## src/rtl/sonar_frame_parser_defines.svh

```systemverilog
// ----------------------------------------------------------------------------
// Sonar frame parser assertion macros
// Shared concurrent-assertion helpers, clocked on clk_i, gated by rst_ni.
// ----------------------------------------------------------------------------
`ifndef SONAR_FRAME_PARSER_DEFINES_SVH
`define SONAR_FRAME_PARSER_DEFINES_SVH

// Same-cycle implication check
`define SFP_ASSERT_IMP(lbl, ante, cons, msg) \
  lbl: assert property (@(posedge clk_i) disable iff (!rst_ni) (ante) |-> (cons)) \
    else $error(msg);

// Next-cycle implication check
`define SFP_ASSERT_NXT(lbl, ante, cons, msg) \
  lbl: assert property (@(posedge clk_i) disable iff (!rst_ni) (ante) |=> (cons)) \
    else $error(msg);

`endif

```

## src/rtl/sfp_pkg.sv

```systemverilog
`timescale 1ns / 1ps
// ----------------------------------------------------------------------------
// Sonar frame parser package
// Field widths, frame constants and the queue entry type.
// ----------------------------------------------------------------------------
package sfp_pkg;

  localparam int unsigned BYTE_W   = 8;
  localparam int unsigned HEIGHT_W = 23;
  localparam int unsigned CONF_W   = 16;
  localparam int unsigned DIST_W   = 32;

  // Header bytes
  localparam logic [BYTE_W-1:0] HDR_FIRST  = 8'h42;
  localparam logic [BYTE_W-1:0] HDR_SECOND = 8'h52;

  // Payload byte positions of the distance and confidence fields
  localparam int unsigned DIST_FIRST = 6;
  localparam int unsigned DIST_LAST  = 9;
  localparam int unsigned CONF_FIRST = 10;
  localparam int unsigned CONF_LAST  = 11;

  // Divide by 1000: q = (n * ceil(2^38 / 1000)) >> 38, exact for any 32-bit n
  localparam logic [DIST_W-1:0] DIV_MAGIC = 32'd274877907;
  localparam int unsigned       DIV_SHIFT = 38;
  localparam int unsigned       PROD_W    = 2 * DIST_W;

  // Queue between front and back
  localparam int unsigned QUEUE_DEPTH = 2;
  localparam int unsigned QUEUE_PTR_W = 1;
  localparam int unsigned QUEUE_CNT_W = 2;

  // One checked frame, raw fields
  typedef struct packed {
    logic [DIST_W-1:0] distance;
    logic [CONF_W-1:0] conf;
  } meas_t;

endpackage

```

## src/rtl/sfp_byte_if.sv

```systemverilog
`timescale 1ns / 1ps
// ----------------------------------------------------------------------------
// Sonar byte channel
// Valid/ready channel carrying one received serial byte per beat.
// ----------------------------------------------------------------------------
interface sfp_byte_if;
  logic                          valid;
  logic                          ready;
  logic [sfp_pkg::BYTE_W-1:0]    rx_byte;

  modport source (output valid, output rx_byte, input ready);
  modport sink   (input valid, input rx_byte, output ready);
endinterface

```

## src/rtl/sfp_result_if.sv

```systemverilog
`timescale 1ns / 1ps
// ----------------------------------------------------------------------------
// Sonar result channel
// Valid/ready channel carrying one height/confidence pair per beat.
// ----------------------------------------------------------------------------
interface sfp_result_if;
  logic                          valid;
  logic                          ready;
  logic [sfp_pkg::HEIGHT_W-1:0]  height;
  logic [sfp_pkg::CONF_W-1:0]    confidence;

  modport source (output valid, output height, output confidence, input ready);
  modport sink   (input valid, input height, input confidence, output ready);
endinterface

```

## src/rtl/sonar_frame_parser.sv

```systemverilog
`timescale 1ns / 1ps
// ----------------------------------------------------------------------------
// Sonar frame parser
// Byte-serial parser for 0x42 0x52 framed sonar packets with an 8-bit sum.
// ----------------------------------------------------------------------------
// Accepts one received byte per clock while ready is high. The front
// parser takes a byte every cycle and stalls only on a checksum byte
// while its two-entry frame queue is full; a good frame yields one
// height/confidence result through the queue, one registered 32x32
// reciprocal multiply for the divide by 1000, and the output register,
// which hold it while the result channel is not ready. Bad frames are
// dropped without a result. PAYLOAD_BYTES sets the payload length.
// ----------------------------------------------------------------------------
module sonar_frame_parser #(
  parameter int unsigned PAYLOAD_BYTES = 12
) (
  input  logic         clk_i,
  input  logic         rst_ni,
  sfp_byte_if.sink     rx_i,
  sfp_result_if.source res_o
);

  logic           q_push, q_full, q_pop, q_empty;
  sfp_pkg::meas_t q_wdata, q_rdata;

  // Parse and check frames
  sfp_front #(
    .PAYLOAD_BYTES (PAYLOAD_BYTES)
  ) u_front (
    .clk_i    (clk_i),
    .rst_ni   (rst_ni),
    .rx_i     (rx_i),
    .q_full_i (q_full),
    .q_push_o (q_push),
    .q_data_o (q_wdata)
  );

  // Decouple front and back
  sfp_queue u_queue (
    .clk_i       (clk_i),
    .rst_ni      (rst_ni),
    .push_i      (q_push),
    .push_data_i (q_wdata),
    .full_o      (q_full),
    .pop_i       (q_pop),
    .empty_o     (q_empty),
    .pop_data_o  (q_rdata)
  );

  // Scale and deliver results
  sfp_back u_back (
    .clk_i     (clk_i),
    .rst_ni    (rst_ni),
    .q_empty_i (q_empty),
    .q_data_i  (q_rdata),
    .q_pop_o   (q_pop),
    .res_o     (res_o)
  );

endmodule

```

## src/rtl/sfp_queue.sv

```systemverilog
`timescale 1ns / 1ps
// ----------------------------------------------------------------------------
// Sonar frame queue
// Two-entry queue of checked frames between the parser front and the back.
// ----------------------------------------------------------------------------
`include "sonar_frame_parser_defines.svh"

module sfp_queue (
  input  logic           clk_i,
  input  logic           rst_ni,
  input  logic           push_i,
  input  sfp_pkg::meas_t push_data_i,
  output logic           full_o,
  input  logic           pop_i,
  output logic           empty_o,
  output sfp_pkg::meas_t pop_data_o
);

  sfp_pkg::meas_t                          mem_q [sfp_pkg::QUEUE_DEPTH];
  logic [sfp_pkg::QUEUE_PTR_W-1:0]         wr_ptr_q, rd_ptr_q;
  logic [sfp_pkg::QUEUE_CNT_W-1:0]         cnt_q, cnt_d;

  assign full_o     = (cnt_q == sfp_pkg::QUEUE_CNT_W'(sfp_pkg::QUEUE_DEPTH));
  assign empty_o    = (cnt_q == '0);
  assign pop_data_o = mem_q[rd_ptr_q];

  // Track occupancy
  always_comb begin
    cnt_d = cnt_q;
    if (push_i && !pop_i) begin
      cnt_d = cnt_q + sfp_pkg::QUEUE_CNT_W'(1);
    end else if (pop_i && !push_i) begin
      cnt_d = cnt_q - sfp_pkg::QUEUE_CNT_W'(1);
    end
  end

  // Advance pointers
  always_ff @(posedge clk_i or negedge rst_ni) begin
    if (!rst_ni) begin
      wr_ptr_q <= '0;
      rd_ptr_q <= '0;
      cnt_q    <= '0;
    end else begin
      cnt_q <= cnt_d;
      if (push_i) begin
        wr_ptr_q <= wr_ptr_q + sfp_pkg::QUEUE_PTR_W'(1);
      end
      if (pop_i) begin
        rd_ptr_q <= rd_ptr_q + sfp_pkg::QUEUE_PTR_W'(1);
      end
    end
  end

  // Store entries
  always_ff @(posedge clk_i) begin
    if (push_i) begin
      mem_q[wr_ptr_q] <= push_data_i;
    end
  end

  `SFP_ASSERT_IMP(a_no_overflow, push_i, !full_o, "queue push while full")
  `SFP_ASSERT_IMP(a_no_underflow, pop_i, !empty_o, "queue pop while empty")

endmodule

```

## src/rtl/sfp_front.sv

```systemverilog
`timescale 1ns / 1ps
// ----------------------------------------------------------------------------
// Sonar frame parser front
// Hunts for the header, collects the payload fields, checks the sum and
// pushes each good frame into the queue.
// ----------------------------------------------------------------------------
`include "sonar_frame_parser_defines.svh"

module sfp_front #(
  parameter int unsigned PAYLOAD_BYTES = 12
) (
  input  logic                       clk_i,
  input  logic                       rst_ni,
  sfp_byte_if.sink                   rx_i,
  input  logic                       q_full_i,
  output logic                       q_push_o,
  output sfp_pkg::meas_t             q_data_o
);

  localparam int unsigned IDX_W = $clog2(PAYLOAD_BYTES + 1);

  localparam logic [1:0] PH_HUNT1 = 2'd0;
  localparam logic [1:0] PH_HUNT2 = 2'd1;
  localparam logic [1:0] PH_DATA  = 2'd2;
  localparam logic [1:0] PH_CHECK = 2'd3;

  logic [1:0]                       phase_q, phase_d;
  logic [IDX_W-1:0]                 idx_q, idx_d, idx_inc;
  logic [sfp_pkg::BYTE_W-1:0]       sum_q, sum_d;
  logic [sfp_pkg::DIST_W-1:0]       dist_q;
  logic [sfp_pkg::CONF_W-1:0]       conf_q;
  logic                             beat;
  logic [sfp_pkg::BYTE_W-1:0]       b;
  logic                             in_dist, in_conf;

  // Stall only a checksum beat that finds the queue full
  assign rx_i.ready = (phase_q != PH_CHECK) || !q_full_i;
  assign beat       = rx_i.valid && rx_i.ready;
  assign b          = rx_i.rx_byte;
  assign idx_inc    = idx_q + IDX_W'(1);

  assign in_dist = (idx_q >= IDX_W'(sfp_pkg::DIST_FIRST)) &&
                   (idx_q <= IDX_W'(sfp_pkg::DIST_LAST));
  assign in_conf = (idx_q >= IDX_W'(sfp_pkg::CONF_FIRST)) &&
                   (idx_q <= IDX_W'(sfp_pkg::CONF_LAST));

  // Push a frame whose checksum byte matches
  assign q_push_o          = beat && (phase_q == PH_CHECK) && (b == sum_q);
  assign q_data_o.distance = dist_q;
  assign q_data_o.conf     = conf_q;

  // Frame sequencing
  always_comb begin
    phase_d = phase_q;
    idx_d   = idx_q;
    sum_d   = sum_q;
    if (beat) begin
      case (phase_q)
        PH_HUNT1: begin
          if (b == sfp_pkg::HDR_FIRST) begin
            sum_d   = b;
            phase_d = PH_HUNT2;
          end
        end
        PH_HUNT2: begin
          if (b == sfp_pkg::HDR_SECOND) begin
            sum_d   = sum_q + b;
            idx_d   = '0;
            phase_d = PH_DATA;
          end
        end
        PH_DATA: begin
          sum_d = sum_q + b;
          idx_d = idx_inc;
          if (idx_inc >= IDX_W'(PAYLOAD_BYTES)) begin
            phase_d = PH_CHECK;
          end
        end
        default: begin
          phase_d = PH_HUNT1;
          idx_d   = '0;
          sum_d   = '0;
        end
      endcase
    end
  end

  always_ff @(posedge clk_i or negedge rst_ni) begin
    if (!rst_ni) begin
      phase_q <= PH_HUNT1;
      idx_q   <= '0;
      sum_q   <= '0;
    end else begin
      phase_q <= phase_d;
      idx_q   <= idx_d;
      sum_q   <= sum_d;
    end
  end

  // Shift in the big-endian distance and confidence bytes
  always_ff @(posedge clk_i) begin
    if (beat && (phase_q == PH_DATA) && in_dist) begin
      dist_q <= {dist_q[sfp_pkg::DIST_W-sfp_pkg::BYTE_W-1:0], b};
    end
    if (beat && (phase_q == PH_DATA) && in_conf) begin
      conf_q <= {conf_q[sfp_pkg::CONF_W-sfp_pkg::BYTE_W-1:0], b};
    end
  end

  `SFP_ASSERT_IMP(a_check_idx, phase_q == PH_CHECK, idx_q == IDX_W'(PAYLOAD_BYTES),
    "checksum phase with short payload count")
  `SFP_ASSERT_IMP(a_hunt_idx, (phase_q == PH_HUNT1) || (phase_q == PH_HUNT2),
    idx_q == '0, "payload count not cleared while hunting")
  `SFP_ASSERT_NXT(a_push_rehunt, q_push_o, phase_q == PH_HUNT1,
    "parser did not return to hunting after a good frame")

endmodule

```

## src/rtl/sfp_back.sv

```systemverilog
`timescale 1ns / 1ps
// ----------------------------------------------------------------------------
// Sonar frame parser back
// Pops checked frames, scales the distance by 1/1000 with a reciprocal
// multiply, and holds each result in an output register.
// ----------------------------------------------------------------------------
`include "sonar_frame_parser_defines.svh"

module sfp_back (
  input  logic                 clk_i,
  input  logic                 rst_ni,
  input  logic                 q_empty_i,
  input  sfp_pkg::meas_t       q_data_i,
  output logic                 q_pop_o,
  sfp_result_if.source         res_o
);

  logic                               mul_v_q;
  logic [sfp_pkg::PROD_W-1:0]         prod_q;
  logic [sfp_pkg::CONF_W-1:0]         mul_conf_q;
  logic                               out_v_q;
  logic [sfp_pkg::HEIGHT_W-1:0]       height_q;
  logic [sfp_pkg::CONF_W-1:0]         conf_q;
  logic                               out_load, mul_load;

  assign out_load = !out_v_q || res_o.ready;
  assign mul_load = !mul_v_q || out_load;
  assign q_pop_o  = !q_empty_i && mul_load;

  // Multiply stage
  always_ff @(posedge clk_i or negedge rst_ni) begin
    if (!rst_ni) begin
      mul_v_q <= 1'b0;
    end else if (mul_load) begin
      mul_v_q <= q_pop_o;
    end
  end

  always_ff @(posedge clk_i) begin
    if (q_pop_o) begin
      prod_q     <= sfp_pkg::PROD_W'(q_data_i.distance) *
                    sfp_pkg::PROD_W'(sfp_pkg::DIV_MAGIC);
      mul_conf_q <= q_data_i.conf;
    end
  end

  // Output register
  always_ff @(posedge clk_i or negedge rst_ni) begin
    if (!rst_ni) begin
      out_v_q <= 1'b0;
    end else if (out_load) begin
      out_v_q <= mul_v_q;
    end
  end

  always_ff @(posedge clk_i) begin
    if (out_load && mul_v_q) begin
      height_q <= prod_q[sfp_pkg::DIV_SHIFT +: sfp_pkg::HEIGHT_W];
      conf_q   <= mul_conf_q;
    end
  end

  assign res_o.valid      = out_v_q;
  assign res_o.height     = height_q;
  assign res_o.confidence = conf_q;

  `SFP_ASSERT_NXT(a_mul_hold, mul_v_q && !out_load, mul_v_q,
    "multiply stage lost a frame while stalled")

endmodule
```

## src/flat_wrapper.sv

```systemverilog
// flat-port wrapper written by rule: the top's interface ports become plain ports
module sonar_frame_parser_flat 
#(
  parameter int unsigned PAYLOAD_BYTES = 12
)
  (clk_i, rst_ni, rx_i_valid, rx_i_rx_byte, rx_i_ready, res_o_valid, res_o_height, res_o_confidence, res_o_ready);
  sfp_byte_if rx_i_i ();
  sfp_result_if res_o_i ();
  input  logic clk_i;
  input  logic rst_ni;
  input wire logic [$bits(rx_i_i.valid)-1:0] rx_i_valid;
  input wire logic [$bits(rx_i_i.rx_byte)-1:0] rx_i_rx_byte;
  output wire logic [$bits(rx_i_i.ready)-1:0] rx_i_ready;
  output wire logic [$bits(res_o_i.valid)-1:0] res_o_valid;
  output wire logic [$bits(res_o_i.height)-1:0] res_o_height;
  output wire logic [$bits(res_o_i.confidence)-1:0] res_o_confidence;
  input wire logic [$bits(res_o_i.ready)-1:0] res_o_ready;
  assign rx_i_i.valid = rx_i_valid;
  assign rx_i_i.rx_byte = rx_i_rx_byte;
  assign rx_i_ready = rx_i_i.ready;
  assign res_o_valid = res_o_i.valid;
  assign res_o_height = res_o_i.height;
  assign res_o_confidence = res_o_i.confidence;
  assign res_o_i.ready = res_o_ready;
  sonar_frame_parser #(.PAYLOAD_BYTES(PAYLOAD_BYTES)) u_core (.clk_i(clk_i), .rst_ni(rst_ni), .rx_i(rx_i_i), .res_o(res_o_i));
endmodule
```

## config.mk

```make
export PLATFORM = sky130hd
export DESIGN_NAME = sonar_frame_parser_flat
export DESIGN_NICKNAME = d
export VERILOG_FILES = /design/src/rtl/sfp_pkg.sv /design/src/rtl/sfp_byte_if.sv /design/src/rtl/sfp_result_if.sv /design/src/rtl/sonar_frame_parser.sv /design/src/rtl/sfp_queue.sv /design/src/rtl/sfp_front.sv /design/src/rtl/sfp_back.sv /design/src/flat_wrapper.sv
export VERILOG_INCLUDE_DIRS = /design/src /design/src/rtl
export SDC_FILE = /design/constraint.sdc
export NUM_CORES = 1
export LEC_CHECK = 0
export BUFFER_PORTS_ARGS = -buffer_cell sky130_fd_sc_hd__buf_4
export CORE_AREA = 5 5 235 191
export DETAILED_ROUTE_END_ITERATION = 8
export DIE_AREA = 0 0 240 196
export HOLD_SLACK_MARGIN = 0.1
export PLACE_DENSITY = 0.78
export SLEW_MARGIN = 20
export SYNTH_ARGS = -nofsm -noshare
export SYNTH_HDL_FRONTEND = slang
export SYNTH_SLANG_ARGS = --single-unit
```

## constraint.sdc

```tcl
create_clock -name clk_i -period 11.4 [get_ports clk_i]
set_input_delay 1.71 -clock clk_i [delete_from_list [all_inputs] [get_ports clk_i]]
set_output_delay 1.71 -clock clk_i [all_outputs]
set_load 0.05 [all_outputs]
```

* Word-level counts from Yosys, hierarchy flattened
Memory sizes are Yosys's and may differ from the RTL's.
Index checks and enable logic that the tools add are counted.
** Word-level totals
- Flip-flop bits (word level) :: 184
- Bits in writable memories :: 96
- Input bits :: 12
- Output and inout bits :: 41
- Word-level logic and storage cells :: 79
- Memories kept :: 1
** Cells by class
- Add/sub/neg operators :: 6
- $mul :: 1
- Order comparisons :: 5
- Equality and inequality tests :: 11
- Multiplexer cells :: 13
- Bitwise gates (word level) :: 1
- Reductions and logical operators :: 27
** Memories
- u_core.u_queue.mem_q :: depth 2, width 48, rd ports 1, clocked after Yosys merged registers in 0, write ports 1, RTL line sfp_queue.sv:19 : sfp_pkg::meas_t mem_q [sfp_pkg::QUEUE_DEPTH];
** Operator list (count)
- multiplier 32 x 29 -> 61 bit (second input constant) :: 1
- case mux 8 bit (3 select lines) :: 1
- equality test 8 x 7 -> 1 bit (second input constant) :: 2
- two-way mux 8 bit :: 2
- logical AND 1 bit :: 12
- case mux 4 bit (3 select lines) :: 1
- two-way mux 2 bit :: 5
- adder 8 bit :: 1
- equality test 8 bit :: 1
- >= comparator 4 bit (second input constant) :: 2
- less-or-equal comparator 4 bit (second input constant) :: 2
- inequality test 2 bit (second input constant) :: 4
- equality test 2 bit (second input constant) :: 3
- zero test 1 bit :: 6
- case mux 2 bit (3 select lines) :: 1
- AND reduction 3 bit :: 2
- adder 4 x 1 -> 4 bit (second input constant) :: 1
- >= comparator 4 x 3 -> 1 bit (second input constant) :: 1
- zero test 2 bit :: 2
- two-way mux 4 bit :: 1
- AND reduction 4 bit :: 1
- logical OR 1 bit :: 3
- adder 1 bit (second input constant) :: 2
- adder 2 x 1 -> 2 bit (second input constant) :: 1
- other kinds (5) :: 6

* Logic depth before layout (Yosys ltp)
Gate-level depths: netlist (run 1).
- Word-level depth :: 10
- Depth in mapped cells :: 29
- Mapped depth without buffers :: 26

* Modules after synthesis
A second synthesis (run 1) with hierarchy kept.
** Unflattened totals
- Cell total of the unflattened synthesis :: 1988
- Area, all modules :: 23626.4 µm²
** By module, submodules not included
- sfp_back :: instances 1, cells each 1638, area an instance 17260.3 µm², sequential area each 2392.3 µm²
- sfp_queue :: instances 1, cells each 165, area an instance 3696.0 µm², sequential area each 2982.9 µm²
- sfp_front :: instances 1, cells each 185, area an instance 2670.1 µm², sequential area each 1791.7 µm²

* Worst setup path before layout (run 1)
Ideal clock, no wire load.
- Path kind :: register to register
- Start :: register u_core.u_queue.rd_ptr_q
- End :: register u_core.u_back.prod_q[53] in the netlist's numbering, data pin
- Library setup time :: 0.255 ns
- Arrival time :: 7.681 ns
- Data required time :: 11.145 ns
- Slack :: 3.464 ns
- Stages on the path, launching flop included :: 30
- Path buffers :: 3
- Period minus slack after synthesis :: 7.936 ns
- Cells stage by stage :: dfrtp_1 clkbuf_1 buf_1 clkbuf_1 mux2i_1 inv_1 ha_1 fa_1 fa_1 inv_1 fa_1 inv_1 fa_1 inv_1 fa_1 inv_1 fa_1 inv_1 fa_1 inv_1 ha_1 nand4_1 nor4_2 and3_1 and3_4 a211oi_4 a21boi_2 o2111ai_2 a211o_1 and3_1
** Between the ends
- Word-level cells in the longest chain between the ends :: 2
** Ends and longest elaborated chain
- start: declaration :: RTL line sfp_queue.sv:20 : logic [sfp_pkg::QUEUE_PTR_W-1:0] wr_ptr_q, rd_ptr_q;
- start signal: assignment :: RTL line sfp_queue.sv:49 : rd_ptr_q <= rd_ptr_q + sfp_pkg::QUEUE_PTR_W'(1);
- memory read (2 x 48 bit)
- multiplier 32 x 29 -> 61 bit :: RTL line sfp_back.sv:41 : prod_q <= sfp_pkg::PROD_W'(q_data_i.distance) *
- end signal: assignment :: RTL line sfp_back.sv:41
- end: declaration :: RTL line sfp_back.sv:19 : logic [sfp_pkg::PROD_W-1:0] prod_q;
No other way between the ends.
A chain may end at the register's enable or synchronous reset.

* Worst setup path in the final report (run 1)
Same ends and word-level chain as after synthesis.

==> results.cfg, run 1 <==
[logic_synthesis]
synth_top_area_share_pct = 28.5
avgSynthCellArea_sq_um = 12.0
synth_nets = 2662
synth_edf_count = 222
async_flop_share_pct = 8.26
netlist_instances = 1946
ys_seq_area_share_pct = 30.7
synth_area_leader_cell = edfxtp_1
ys_warn_count = 0
synth_area_sq_um = 23400
ys_dominant_reg_cell = edfxtp_1
synthDistinctLibCells = 76
ys_ff_latch = 242
netlist_top_cells_area = edfxtp_1 (29%), fa_1 (26%), ha_1 (22%)

[clock_network]
cts.sinks = 242
htree_levels = 1
worst_skew_pair.late_latency_ns = 0.53
clockRootBuffer = clkbuf_16
cts_hold_buf = 0
clkTransAtPathRegs_ns = 0.07
tritoncts = built
post_cts_buffers = 0
cts_buffers = 24
post_cts_resized = 0
cts_buffer_depth = 3

[sta]
hold_viol = 0
fin_crit_sh_pct = 81.9
rsz0062_at_grt = no
setup_viol = 0
clock_skew_ns = 0.00786
fin_tns_setup_ns = 0
max_clock_freq_ghz = 0.107
slew_headroom_pct = 32.5
tightest_slew_ns = 1.01
drv_slew = 0
min_period_ns = 9.33

[setup_path]
slowest_delay_ns = 0.97
crit_top_cell = fa_1
required_ns = 11.68
path_delay_family = adder cells
cp_num_buf_inv = 5
cp-start-kind = register
cp_cell_sequence = mux2i_1 -> inv_1 -> ha_1 -> fa_1 -> fa_1 -> inv_1 -> fa_1 -> inv_1 -> fa_1 -> fa_1 -> fa_1 -> inv_1 -> fa_1 -> inv_1 -> ha_1 -> nand4_1 -> nor3_2 -> nand4b_1 -> a31oi_2 -> a211oi_4 -> a21boi_2 -> o2111ai_2 -> a211o_1 -> and3_1
crit_fanout = 33
critPathArrivalTime_ns = 9.62
worst-setup-path-type = reg2reg
endpoint_kind = register
critPathSlowestCell = dfrtp_2

[flow_run]
cap_violations = 0

[die]
fp.dieW_um = 240
coreArea_sq_um = 42500
ios = 53
dieArea_sq_um = 47000
fp.dieH_um = 196
row_count = 68
start_util_pct = 55.0

[finish]
stdcell_area_sq_um = 25300
drive_gt1_share_pct = 7.63
final_common_cell = inv_1
final_cell_mix = inv_1 (525), ha_1 (405), fa_1 (299)
synthToLayoutAreaGrowth_pct = 8.46
layout.nets = 2729
n_fill_cell = 3285
diodes = 0
fin_util_pct = 59.7

[route]
wl_met3_um = 4020
met1_length_um = 25200
drt-initial-drc-count = 1026
drc = 0
viasPerCell = 5.53
detail-route-antenna-nets = 0
via_count = 14300
wl_per_cell_um = 21.2
wl_um = 55000
highest_layer = met4
firstDrtPassIters = 5
wl_met2_um = 24800

[global_routing]
antenna_found_initial = 0
grt_pass1_vias = 15700
grt_overflow = 0
grt_max_degree = 49
grt_pass1_wl_um = 88800
grt.total_usage_pct = 24.3

[placement]
io_buffers = 52
dp_hpwl_um = 45100
postPlaceCellArea_sq_um = 24400
routabilityCongestion = 0.956

[worst_hold_path]
hold_class = reg2reg

[status]
status = complete, no violations
## final timing paths
path	slack (ns)	end	cells after the start	start
min reg2reg	0.42	u_core.u_back.res_o.height[21]	0	u_core.u_back.prod_q[59]
min	0.42	u_core.u_back.res_o.height[21]	0	u_core.u_back.prod_q[59]
max in group asynchronous	10.11	u_core.u_queue.rd_ptr_q	1	rst_ni
min in group asynchronous	1.06	u_core.u_front.sum_q[4]	1	rst_ni
max	2.07	u_core.u_back.prod_q[53]	24	u_core.u_queue.rd_ptr_q
max reg2reg	2.07	u_core.u_back.prod_q[53]	24	u_core.u_queue.rd_ptr_q
## registers in the layout, indices dropped and copies added, names as in the netlist
name	flops
u_core.u_front.idx_q	4
u_core.u_queue.mem_q	96
u_core.u_back.res_o.valid	1
u_core.u_front.conf_q	16
u_core.u_back.prod_q	23
u_core.u_front.dist_q	32
u_core.u_queue.rd_ptr_q	1
u_core.u_back.mul_conf_q	16
u_core.u_back.res_o.confidence	16
u_core.u_front.phase_q	2
u_core.u_queue.cnt_q	2
u_core.u_front.sum_q	8
u_core.u_back.mul_v_q	1
u_core.u_back.res_o.height	23
u_core.u_queue.wr_ptr_q	1
## cell usage after synthesis (all sizes together) (3+ instances only)
| master | number |
|---|---|
| inv | 525 |
| ha | 405 |
| fa | 299 |
| edfxtp | 222 |
| a21oi | 66 |
| nand2 | 54 |
| o21ai | 38 |
| a21o | 34 |
| nor2 | 30 |
| mux2 | 27 |
| mux2i | 23 |
| dfrtp | 20 |
| xnor2 | 20 |
| nand3 | 18 |
| clkbuf | 14 |
| xor2 | 12 |
| o21bai | 11 |
| nand4 | 10 |
| nor3 | 9 |
| o31ai | 8 |
| a22oi | 7 |
| a31oi | 7 |
| a22o | 6 |
| nor2b | 6 |
| o21a | 6 |
| and3 | 5 |
| buf | 5 |
| a211oi | 4 |
| a221oi | 4 |
| and2 | 4 |
| nand2b | 4 |
| nor4 | 4 |
| o2111ai | 4 |
| nor3b | 3 |
| o211ai | 3 |
| o41ai | 3 |
## metrics by stage
step | hold WS (ns) | cells | setup WS, ns
after detailed placement | 0.405 | 2547 | 2.18
after global routing | 0.428 | 2591 | 1.86
after floorplan | 0.400 | 1946 | 3.46
final | 0.423 | 2591 | 2.07
after global placement | 0.401 | 2547 | 2.34
after CTS | 0.420 | 2591 | 2.16
## final cells by class
cell class,instances,area [sq um],area share [%]
sequential,242,7170,28.3
tap,560,701,2.77
inverter,525,1970,7.78
timing repair buffer,61,458,1.81
clock inverter,14,216,0.854
multi-input combinational,1159,14200,55.9
clock buffer,30,664,2.62
## cell families (layout without fill, tap and decap cells)
| family | count (synthesis) | after routing | share of synthesized area [%] |
|---|---|---|---|
| AOI/OAI and AO/OA | 216 | 216 | 6.28 |
| muxes | 50 | 50 | 2.29 |
| DFF | 242 | 242 | 30.7 |
| buffers and inverters | 545 | 630 | 8.82 |
| adders and majority gates | 704 | 704 | 47.3 |
| xor gates and xnor gates | 32 | 32 | 1.20 |
| and+or+nand+nor | 157 | 157 | 3.40 |
## per-layer routing
metal,vias up,GRT usage [%]
met3,71,3.96
met4,0,4.37
met2,484,38.1
met5,-,0
met1,7266,36.7
li1,6520,-
Power of run 1 is left out: the tool's default activity adds up to more than one toggle a clock period on the data nets, which glitch-free logic cannot reach.
==> run 2: changes to the inputs <==
- clock period: 11.4 -> 9.3 ns (I/O delays scaled with it)
==> results.cfg, run 2 (synthesis results as in run 1) <==
[setup_path]
worst-setup-path-type = reg2reg
slowest_delay_ns = 0.79
cp-start-kind = register
crit_top_cell = fa_1
endpoint_kind = register
critPathArrivalTime_ns = 8.93
critPathSlowestCell = mux2i_1
required_ns = 9.57
rrSetupSlack_ns = 0.64
crit_fanout = 34

[global_routing]
grt_overflow = 0
grt_pass1_vias = 15800
grt_max_degree = 40
grt_pass1_wl_um = 88700
antenna_found_initial = 1
grt.total_usage_pct = 24.3

[die]
coreArea_sq_um = 42500
dieArea_sq_um = 47000
ios = 53
start_util_pct = 55.0
fp.dieW_um = 240
row_count = 68
fp.dieH_um = 196

[placement]
routabilityCongestion = 0.982
io_buffers = 52
dp_hpwl_um = 45600

[sta]
hold_viol = 0
rsz0062_at_grt = no
slew_headroom_pct = 25.3
setup_viol = 0
tightest_slew_ns = 1.11
fin_crit_sh_pct = 93.1
fin_tns_setup_ns = 0
clock_skew_ns = 0.0131
drv_slew = 0
max_clock_freq_ghz = 0.116
min_period_ns = 8.66

[worst_hold_path]
hold_class = reg2reg

[finish]
final_cell_mix = inv_1 (525), ha_1 (405), fa_1 (299)
final_common_cell = inv_1
largest_reg_flops = 96
layout.nets = 2744
synthToLayoutAreaGrowth_pct = 8.57
reg_top3 = u_core.u_queue.mem_q (96), u_core.u_front.dist_q (32)
diodes = 0
drive_gt1_share_pct = 8.12
top_register = u_core.u_queue.mem_q
n_fill_cell = 3303

[clock_network]
tritoncts = built
htree_levels = 1
cts_hold_buf = 0
clkTransAtPathRegs_ns = 0.06
worst_skew_pair.late_latency_ns = 0.52
post_cts_buffers = 0
cts.sinks = 242
clockRootBuffer = clkbuf_16
post_cts_resized = 0
cts_buffers = 24
cts_buffer_depth = 3

[route]
detail-route-antenna-nets = 0
wl_um = 54700
wl_per_cell_um = 21.0
via_count = 14300
firstDrtPassIters = 7
viasPerCell = 5.49
drt-initial-drc-count = 1108
drc = 0

[flow_run]
cap_violations = 0

[status]
status = complete, no violations
[run 2: cell types whose count changed in the layout (fill, tap and decap cells not counted), sizes merged]
cell	delta
buf	+15
inv	-1
clkbuf	+1
bufinv	-3
clkinv	+1
clkinvlp	+1
[run 2: final timing paths]
check                      cells after the start                        start                           endpoint
max                                           25      u_core.u_queue.rd_ptr_q           u_core.u_back.prod_q[53]
max reg2reg                                   25      u_core.u_queue.rd_ptr_q           u_core.u_back.prod_q[53]
min                                            0  u_core.u_back.mul_conf_q[1]  u_core.u_back.res_o.confidence[1]
max in group asynchronous                      1                       rst_ni            u_core.u_queue.rd_ptr_q
min in group asynchronous                      1                       rst_ni            u_core.u_queue.cnt_q[0]
min reg2reg                                    0  u_core.u_back.mul_conf_q[1]  u_core.u_back.res_o.confidence[1]
[run 2: per-stage QoR]
step | instance area (sq um) | util, % | std cells | setup WS, ns | hold WS [ns]
global route | 25400 | 59.7 | 2605 | 0.353 | 0.424
global placement | 24600 | 57.9 | 2562 | 0.898 | 0.402
detailed placement | 24600 | 57.9 | 2562 | 0.771 | 0.405
finish | 25400 | 59.7 | 2605 | 0.642 | 0.414
CTS | 25400 | 59.7 | 2605 | 0.750 | 0.410
floorplan | 23400 | - | 1946 | 1.36 | 0.400
[run 2: metal layers]
metal / global-route usage [%] / wire (um)
met1: 36.9 / 25300
met2: 37.4 / 24500
met3: 4.19 / 3900
met4: 4.35 / 1030
met5: 0 / 13
[run 2: final cells by class]
cell class / count / area, sq um / area share [%]
Clock inverter: 12 / 116 / 0.459
Multi-Input combinational cell: 1159 / 14100 / 55.8
Tap cell: 560 / 701 / 2.76
Timing Repair Buffer: 76 / 583 / 2.30
Inverter: 525 / 1970 / 7.77
Sequential cell: 242 / 7170 / 28.3
Clock buffer: 31 / 668 / 2.63
[run 2: worst max-delay path, delay by kind of cell (launching register included)]
family / cells / cell delay (ns)
DFF: 1 / 0.54
and+or+nand+nor: 5 / 1.06
buffers and inverters: 6 / 1.00
adders and majority gates: 9 / 4.24
muxes: 1 / 0.79
AOI/OAI and AO/OA: 4 / 0.77
Power of run 2 is left out for the same reason.
==> run 3: changes to the inputs <==
- PLACE_DENSITY: 0.78 -> 0.81
- clock period: 9.3 -> 7 ns (I/O delays scaled with it)
==> results.cfg, run 3 (synthesis results as in run 1) <==
[global_routing]
grt_overflow = 0
grt_pass1_vias = 17000
grt_max_degree = 40
grt.total_usage_pct = 26.4
antenna_found_initial = 1
grt_pass1_wl_um = 95700

[finish]
reg_top3 = u_core.u_queue.mem_q (96), u_core.u_front.dist_q (32)
stdcell_area_sq_um = 29100
largest_reg_flops = 96
fin_util_pct = 68.5
synthToLayoutAreaGrowth_pct = 24.6
diodes = 0
drive_gt1_share_pct = 28.1
layout.nets = 3022
top_register = u_core.u_queue.mem_q
final_cell_mix = inv_1 (480), ha_1 (343), buf_4 (322)
n_fill_cell = 2893
final_common_cell = inv_1

[route]
drt-initial-drc-count = 1118
detail-route-antenna-nets = 0
firstDrtPassIters = 6
wl_per_cell_um = 21.5
wl_um = 62100
via_count = 15700
viasPerCell = 5.45
drc = 0

[setup_path]
worst-setup-path-type = reg2reg
critPathArrivalTime_ns = 7.91
endpoint = u_core.u_back.prod_q[53]
path_depth = 30
path_delay_family = adder cells
rrSetupSlack_ns = -0.64
cp-start-kind = register
cp_num_buf_inv = 11
timing.rr.end = u_core.u_back.prod_q[53]
endpoint_kind = register
crit_fanout = 7
slowest_delay_ns = 0.52
timing.rr.start = u_core.u_queue.rd_ptr_q
critPathSlowestCell = fa_1
crit_top_cell = fa_1
worstRegToRegCells = 30
required_ns = 7.27
startpoint = u_core.u_queue.rd_ptr_q

[status]
violations = negative setup slack
status = finished, violations left

[placement]
postPlaceCellArea_sq_um = 26500
routabilityCongestion = 0.948
dp_hpwl_um = 49700
io_buffers = 52

[sta]
max_clock_freq_ghz = 0.131
tightest_slew_ns = 1.04
drv_slew = 0
setup_viol = 23
slew_headroom_pct = 30.3
min_period_ns = 7.64
hold_viol = 0
fin_tns_setup_ns = -10.49
fin_crit_sh_pct = 109
clock_skew_ns = 0.0109
rsz0062_at_grt = yes
setup_ws_ns = -0.640

[clock_network]
htree_levels = 1
clockRootBuffer = clkbuf_16
cts_buffers = 23
cts.sinks = 242
tritoncts = built
clkTransAtPathRegs_ns = 0.07
cts_buffer_depth = 3
worst_skew_pair.late_latency_ns = 0.51

[die]
dieArea_sq_um = 47000
fp.dieH_um = 196
start_util_pct = 55.0
ios = 53
row_count = 68
fp.dieW_um = 240
coreArea_sq_um = 42500

[flow_run]
cap_violations = 0

[worst_hold_path]
hold_class = reg2reg
-- run 3: cell types whose count changed in the layout (fill, tap and decap cells not counted), moves of 23 or more --
cell	previous run	this run
buf_6	0	23
inv_2	0	35
inv_1	525	480
ha_1	405	343
buf_4	75	322
ha_4	0	59
-- run 3: how the worst min path moves through the flow --
stage / to / slack (ns) / depth (start not counted) / from
CTS: u_core.u_front.phase_q[0] / 0.42 / 1 / rst_ni
global route: u_core.u_back.res_o.height[22] / 0.42 / 0 / u_core.u_back.prod_q[60]
finish: u_core.u_back.res_o.height[4] / 0.41 / 0 / u_core.u_back.prod_q[42]
detailed placement: u_core.u_back.res_o.confidence[8] / 0.40 / 0 / u_core.u_back.mul_conf_q[8]
global placement: u_core.u_back.res_o.height[11] / 0.40 / 0 / u_core.u_back.prod_q[49]
floorplan: u_core.u_back.res_o.confidence[0] / 0.40 / 0 / u_core.u_back.mul_conf_q[0]
-- run 3: worst reg2reg max path, delay by kind of cell (launching register included) --
| kind | cells | cell delay [ns] |
|---|---|---|
| adder cells (fa/ha/maj) | 9 | 3.93 |
| buffers and inverters | 11 | 1.14 |
| AO/OA/AOI/OAI | 5 | 1.10 |
| AND/OR/NAND/NOR | 4 | 0.52 |
| flip-flops | 1 | 0.44 |
| multiplexers | 1 | 0.26 |
-- run 3: routing by layer --
layer	vias to the layer above	part of all wire [%]	global-route usage, %
met2	557	46	40.6
li1	7130	-	-
met5	-	0.021	0
met4	2	1.6	4.81
met3	74	8.1	6.34
met1	7931	44	39.0
-- run 3: metrics by stage --
stage,cells,hold WS [ns],worst slack [ns]
2_1_floorplan,1946,0.400,-0.0925
3_3_place_gp,2787,0.402,-0.681
3_5_place_dp,2787,0.405,-0.764
4_1_cts,2851,0.417,-0.507
5_1_grt,2882,0.424,-0.838
6_report,2882,0.410,-0.640
-- run 3: final cells by class --
| class | instances | area (sq um) | share of cell area (%) |
|---|---|---|---|
| Clock buffer | 31 | 646 | 2.22 |
| Clock inverter | 10 | 81.3 | 0.279 |
| Inverter | 525 | 2000 | 6.87 |
| Multi-Input combinational cell | 1159 | 15600 | 53.8 |
| Sequential cell | 242 | 7170 | 24.6 |
| Tap cell | 560 | 701 | 2.41 |
| Timing Repair Buffer | 355 | 2860 | 9.83 |
-- run 3: what timing repair did --
| item | 4_1_cts | 5_1_grt |
|---|---|---|
| setup endpoints to repair | 23 | 23 |
| hold buffers | 0 | 0 |
| gates resized for setup | 146 | 123 |
| hold endpoints to repair | 0 | 0 |
| setup buffers | 24 | 37 |
| cloned | 1 | 0 |
| pin swaps | 64 | 74 |
Power of run 3 is left out for the same reason.
